$ cat config.mk
export PLATFORM = sky130hd
export DESIGN_NAME = ffha_cell
export DESIGN_NICKNAME = d
export VERILOG_FILES = /design/src/design/ffha_pkg.sv /design/src/design/ffha_cell.sv
export SDC_FILE = /design/constraint.sdc
export NUM_CORES = 1
export LEC_CHECK = 0
export BUFFER_PORTS_ARGS = -buffer_cell sky130_fd_sc_hd__buf_2
export CORE_AREA = 3 3 236 238
export DETAILED_ROUTE_END_ITERATION = 10
export DIE_AREA = 0 0 239 241
export SLEW_MARGIN = 20
export SYNTH_ARGS = -nofsm -noshare
export SYNTH_HDL_FRONTEND = slang
export SYNTH_SLANG_ARGS = --single-unit
$ cat constraint.sdc
create_clock -name clock -period 9.1 [get_ports clock]
set_clock_uncertainty 0.1 [all_clocks]
set_input_delay 1.82 -clock clock [delete_from_list [all_inputs] [get_ports clock]]
set_output_delay 1.82 -clock clock [all_outputs]
set_load 0.02 [all_outputs]
$ cat src/design/ffha_pkg.sv
// Shared types and constants for the first-fit heap allocator.
`default_nettype none
package ffha_pkg;

   localparam logic [1:0] ST_OK   = 2'd0;
   localparam logic [1:0] ST_OOM  = 2'd1;
   localparam logic [1:0] ST_NULL = 2'd2;
   localparam logic [1:0] ST_BAD  = 2'd3;

   localparam logic REG_HEAP_BASE  = 1'b0;
   localparam logic REG_HEAP_BYTES = 1'b1;

   localparam logic [31:0] HEAP_BASE_RST  = 32'd33554432;
   localparam logic [31:0] HEAP_BYTES_RST = 32'd4194304;
   localparam logic [31:0] MAX_ROUNDABLE  = 32'hFFFF_FFFC;

   localparam logic MODE_ALLOC = 1'b0;
   localparam logic MODE_FREE  = 1'b1;

   // one segment: data address, data size, free flag
   typedef struct packed {
      logic [31:0] addr;
      logic [31:0] size;
      logic        free;
   } seg_type;

   // request word travelling down the cell row
   typedef struct packed {
      logic        valid;
      logic        mode;
      logic [31:0] key;
      logic        done;
      logic [1:0]  status;
      logic [31:0] addr;
      logic        prev_free;
      logic        carry;
      seg_type     carry_seg;
      logic        shl;
      logic [1:0]  shamt;
   } probe_type;

   typedef struct packed {
      logic        valid;
      logic [31:0] amount;
   } absorb_type;

endpackage
`default_nettype wire

$ cat src/design/ffha_cell.sv
// One table cell: holds a segment and processes the request word passing by.
`default_nettype none
module ffha_cell #(
   parameter int MAX_SEGMENTS = 64,
   parameter int HEADER_BYTES = 12,
   parameter int IDX          = 0,
   parameter int CW           = 7
) (
   input  wire logic                 clock,
   input  wire logic                 reset,
   input  wire ffha_pkg::probe_type  probe_in,
   output ffha_pkg::probe_type       probe_out,
   input  wire logic [CW-1:0]        count,
   input  wire ffha_pkg::seg_type    next1,
   input  wire ffha_pkg::seg_type    next2,
   input  wire logic                 init,
   input  wire ffha_pkg::seg_type    init_seg,
   input  wire ffha_pkg::absorb_type absorb_in,
   output ffha_pkg::absorb_type      absorb_out,
   output ffha_pkg::seg_type         seg_out
);
   import ffha_pkg::*;

   localparam logic [31:0] HDR    = 32'(HEADER_BYTES);
   localparam logic [CW:0] IDX_W  = (CW+1)'(IDX);
   localparam logic [CW:0] IDX_P1 = (CW+1)'(IDX + 1);
   localparam logic [CW:0] MAXS   = (CW+1)'(MAX_SEGMENTS);

   probe_type probe_ff;
   seg_type   seg_ff, seg_in;
   logic      live, nf;
   logic [31:0] total;
   logic [32:0] split_lim;

   always_ff @(posedge clock) begin
      if (reset) begin
         probe_ff.valid <= 1'b0;
      end else begin
         probe_ff.valid <= probe_in.valid;
      end
      probe_ff.mode      <= probe_in.mode;
      probe_ff.key       <= probe_in.key;
      probe_ff.done      <= probe_in.done;
      probe_ff.status    <= probe_in.status;
      probe_ff.addr      <= probe_in.addr;
      probe_ff.prev_free <= probe_in.prev_free;
      probe_ff.carry     <= probe_in.carry;
      probe_ff.carry_seg <= probe_in.carry_seg;
      probe_ff.shl       <= probe_in.shl;
      probe_ff.shamt     <= probe_in.shamt;
      seg_ff <= seg_in;
   end

   assign live      = IDX_W < {1'b0, count};
   assign nf        = next1.free && (IDX_P1 < {1'b0, count});
   assign total     = seg_ff.size + (nf ? HDR + next1.size : 32'd0);
   assign split_lim = {1'b0, probe_ff.key} + {1'b0, HDR} + 33'd4;

   always_comb begin
      seg_in     = seg_ff;
      probe_out  = probe_ff;
      absorb_out = '0;
      probe_out.prev_free = seg_ff.free && live;
      if (probe_ff.valid) begin
         if (probe_ff.shl) begin
            // close the gap left by merged segments
            seg_in = (probe_ff.shamt == 2'd1) ? next1 : next2;
         end else if (probe_ff.carry) begin
            seg_in = probe_ff.carry_seg;
            probe_out.carry_seg = seg_ff;
         end else if (!probe_ff.done && live) begin
            if (probe_ff.mode == MODE_ALLOC) begin
               if (seg_ff.free && seg_ff.size >= probe_ff.key) begin
                  probe_out.done   = 1'b1;
                  probe_out.status = ST_OK;
                  probe_out.addr   = seg_ff.addr;
                  seg_in.free      = 1'b0;
                  if ({1'b0, seg_ff.size} > split_lim && {1'b0, count} < MAXS) begin
                     seg_in.size = probe_ff.key;
                     probe_out.carry          = 1'b1;
                     probe_out.carry_seg.addr = seg_ff.addr + HDR + probe_ff.key;
                     probe_out.carry_seg.size = seg_ff.size - probe_ff.key - HDR;
                     probe_out.carry_seg.free = 1'b1;
                  end
               end
            end else if (seg_ff.addr == probe_ff.key) begin
               probe_out.done   = 1'b1;
               probe_out.status = ST_OK;
               if (probe_ff.prev_free) begin
                  // fold into the left neighbor, drop this entry
                  absorb_out.valid  = 1'b1;
                  absorb_out.amount = HDR + total;
                  probe_out.shamt   = nf ? 2'd2 : 2'd1;
                  probe_out.shl     = 1'b1;
                  seg_in = nf ? next2 : next1;
               end else begin
                  seg_in.free = 1'b1;
                  seg_in.size = total;
                  probe_out.shl   = nf;
                  probe_out.shamt = nf ? 2'd1 : 2'd0;
               end
            end
         end
      end
      if (absorb_in.valid) begin
         seg_in.size = seg_ff.size + absorb_in.amount;
      end
      if (init) begin
         seg_in = init_seg;
      end
   end

   assign seg_out = seg_ff;

endmodule
`default_nettype wire

==> flow_summary.json <==
{
  "critPathCaptureType": "primary output",
  "cts_max_path_buffers": 3,
  "slew_violations": 0,
  "cts_tree": "yes",
  "async_flop_share_pct": 0,
  "pre_cts_ws_ns": 0.5039,
  "post-route-util_pct": 48.45,
  "dp_hpwl_um": 83880,
  "routed_wl_um": 105700,
  "synth_ff_type": "dfxtp_1",
  "rsz0062_at_grt": "no",
  "postPlaceCellArea_um2": 25120,
  "ant_nets": 0,
  "required_ns": 7.18,
  "cp.arrival_ns": 6.80,
  "synthDominantCellAreaShare_pct": 14.29,
  "synth_edf_count": 65,
  "timing_hold_violations_final": 0,
  "syn_nets": 3452,
  "cts-buffers-inserted": 26,
  "dp_cells": 4019,
  "synthTopCellsByArea": "ha_1, dfxtp_1, edfxtp_1, nand2_1, a21oi_1",
  "clk_pin_slew_ns": 0.06,
  "setup_ws_ns": 0.3764,
  "worstHoldPathCells": 2,
  "power_density_nw_per_um2": 170.8,
  "gp_congestion": 0.9558,
  "die_y_um": 241,
  "r2r_start": "probe_out[119]",
  "setup-tns-final_ns": 0,
  "crit_chain": "buf_2, inv_1, ha_1, nor3_1, and2_1, nand4_1, xor2_1, nor2_1, ha_1, a21oi_2, o21a_1, o21ai_1, a211o_1, a211oi_1, and2_1, and4_1, nor3b_2, a31oi_1, nor3_1, buf_2",
  "clock_sinks": 204,
  "use_met3_pct": 5.531,
  "firstDrtPassIters": 6,
  "drc": 0,
  "vias": 24619,
  "synth_top_area_cell": "ha_1",
  "tightest_slew_ns": 1.015,
  "run_status": "finished, final reports clean",
  "slew_headroom_pct": 31.60,
  "dr.first_iter.drc_count": 2389,
  "max-cap-violations": 0,
  "io_buffers": 613,
  "ys_warn_count": 0,
  "ys_ff_latch": 204,
  "holdBufCountCts": 0,
  "use_met2_pct": 58.39,
  "slowest_delay_ns": 0.67,
  "hold_path.startpoint": "probe_ff[45]",
  "period_share_pct": 95.86,
  "cts_resized": 0,
  "netlist_area_um2": 21460,
  "p_total_mw": 4.455,
  "p_leak_nw": 12.65,
  "final_cell_mix": "buf_2, nand2_1, ha_1, a21oi_1, inv_1",
  "reg2regPathDepth": 17,
  "avgRoutedWirePerCell_um": 25.96,
  "path_class": "primary input to primary output",
  "hold_ws_ns": 0.5588,
  "ioPinCount": 614,
  "instances_no_fill": 4073,
  "num-nets-final": 3981,
  "fmax_mhz": 114.6,
  "cts_htree_levels": 1,
  "setup_viol": 0,
  "cts_setup_buffers": 0,
  "ys_types": 93,
  "peakVddDrop_mv": 0.1525,
  "cp-start-kind": "primary input",
  "layout-drive-gt1-share_pct": 22.66,
  "holdCritPathClass": "flop to flop",
  "postSynthCellCount": 2823,
  "period_needed_ns": 8.724,
  "final_cell_area_um2": 26070,
  "grt_max_degree": 66,
  "cts-root-buf": "clkbuf_16",
  "overflow": 0,
  "grt_use_met1_pct": 45.00,
  "grt_pass1_vias": 24001,
  "layout_commonest_cell": "buf_2",
  "synth_area_per_cell_um2": 7.601,
  "crit_path_max_fanout": 9,
  "clk_latency_ns": 0.59,
  "synthToLayoutAreaGrowth_pct": 21.51,
  "reg2reg_slack_ns": 3.39,
  "die_w_um": 239,
  "viasPerCell": 6.044,
  "grt.busiest_layer": "met2",
  "critPathLaunch": "next1[3]",
  "row_count": 85,
  "critPathSlowestCell": "a211oi_1",
  "coreArea_um2": 53810,
  "start_util_pct": 39.87,
  "grt_pass1_wl_um": 151700,
  "ys_seq_area_share_pct": 22.06,
  "floorplan.die_area_um2": 57600,
  "antenna_found_initial": 6,
  "grt.total_usage_pct": 34.83
}
-- state kept, by name, summed over array words and instances (netlist names) --
register and count:
probe_ff 105, seg_out 65, probe_out 34
-- area by class of cell --
cell class / instances / area, µm²
Clock inverter: 8 / 76.32
Fill cell: 5466 / 27740
Antenna cell: 5 / 12.51
Timing Repair Buffer: 669 / 3511
Multi-Input combinational cell: 2264 / 15320
Tap cell: 696 / 870.8
Clock buffer: 40 / 837.1
Inverter: 187 / 704.4
Sequential cell: 204 / 4740
-- Yosys cell counts (10+ instances only) --
cell,count
o22ai_1,16
mux2i_1,57
ha_1,245
o221ai_1,38
a311oi_1,10
o211ai_1,27
and4_1,13
buf_4,34
nor3_1,34
edfxtp_1,65
o21bai_1,21
buf_1,15
xnor2_1,103
clkbuf_1,111
a221oi_1,16
a31oi_1,27
xor2_1,64
nor4_1,18
and2_1,22
o21a_1,27
a311o_1,10
and3_1,38
nor2b_1,16
nand2_1,461
o21ai_0,151
a21o_1,64
a21oi_1,217
nor3b_1,11
nand2b_1,18
o22a_1,10
a211oi_1,40
dfxtp_1,139
nand3_1,65
nor2_1,174
inv_1,184
or3_1,15
nand4_1,37
a22oi_1,44
-- kinds of logic after synthesis --
logic type	synth area share, %
AO/OA/AOI/OAI	25.88
XOR/XNOR	6.816
adder cells (fa/ha/maj)	14.94
buffers and inverters	6.851
flip-flops	22.06
multiplexers	2.974
AND/OR/NAND/NOR	20.47
-- per-layer routing --
metal  part of all wire, %  vias up  wire [µm]
met1                    41    11780      43430
met3                   8.9      203       9439
li1                      -    11289          -
met2                    46     1345      48510
met5                 0.012        -         13
met4                   4.1        2       4335
-- where the power goes --
part | internal, mW | switching (mW) | leakage, nW
Combinational | 0.829 | 1.32 | 10.4
Clock | 0.661 | 0.467 | 0.448
Sequential | 1.03 | 0.149 | 1.83
-- path summary, 6_finish.rpt --
check	endpoint
max	absorb_out[31]
min	seg_out[42]
max reg2reg	seg_out[26]
min reg2reg	seg_out[42]
-- critical path: cells and delay by family --
family	cells	cell delay [ns]
simple gates	8	2.00
compound gates	6	1.69
fa+ha+maj	2	0.67
buf+inv	3	0.46
xor+xnor	1	0.16
No activity file was read; power rests on OpenSTA's default activity.
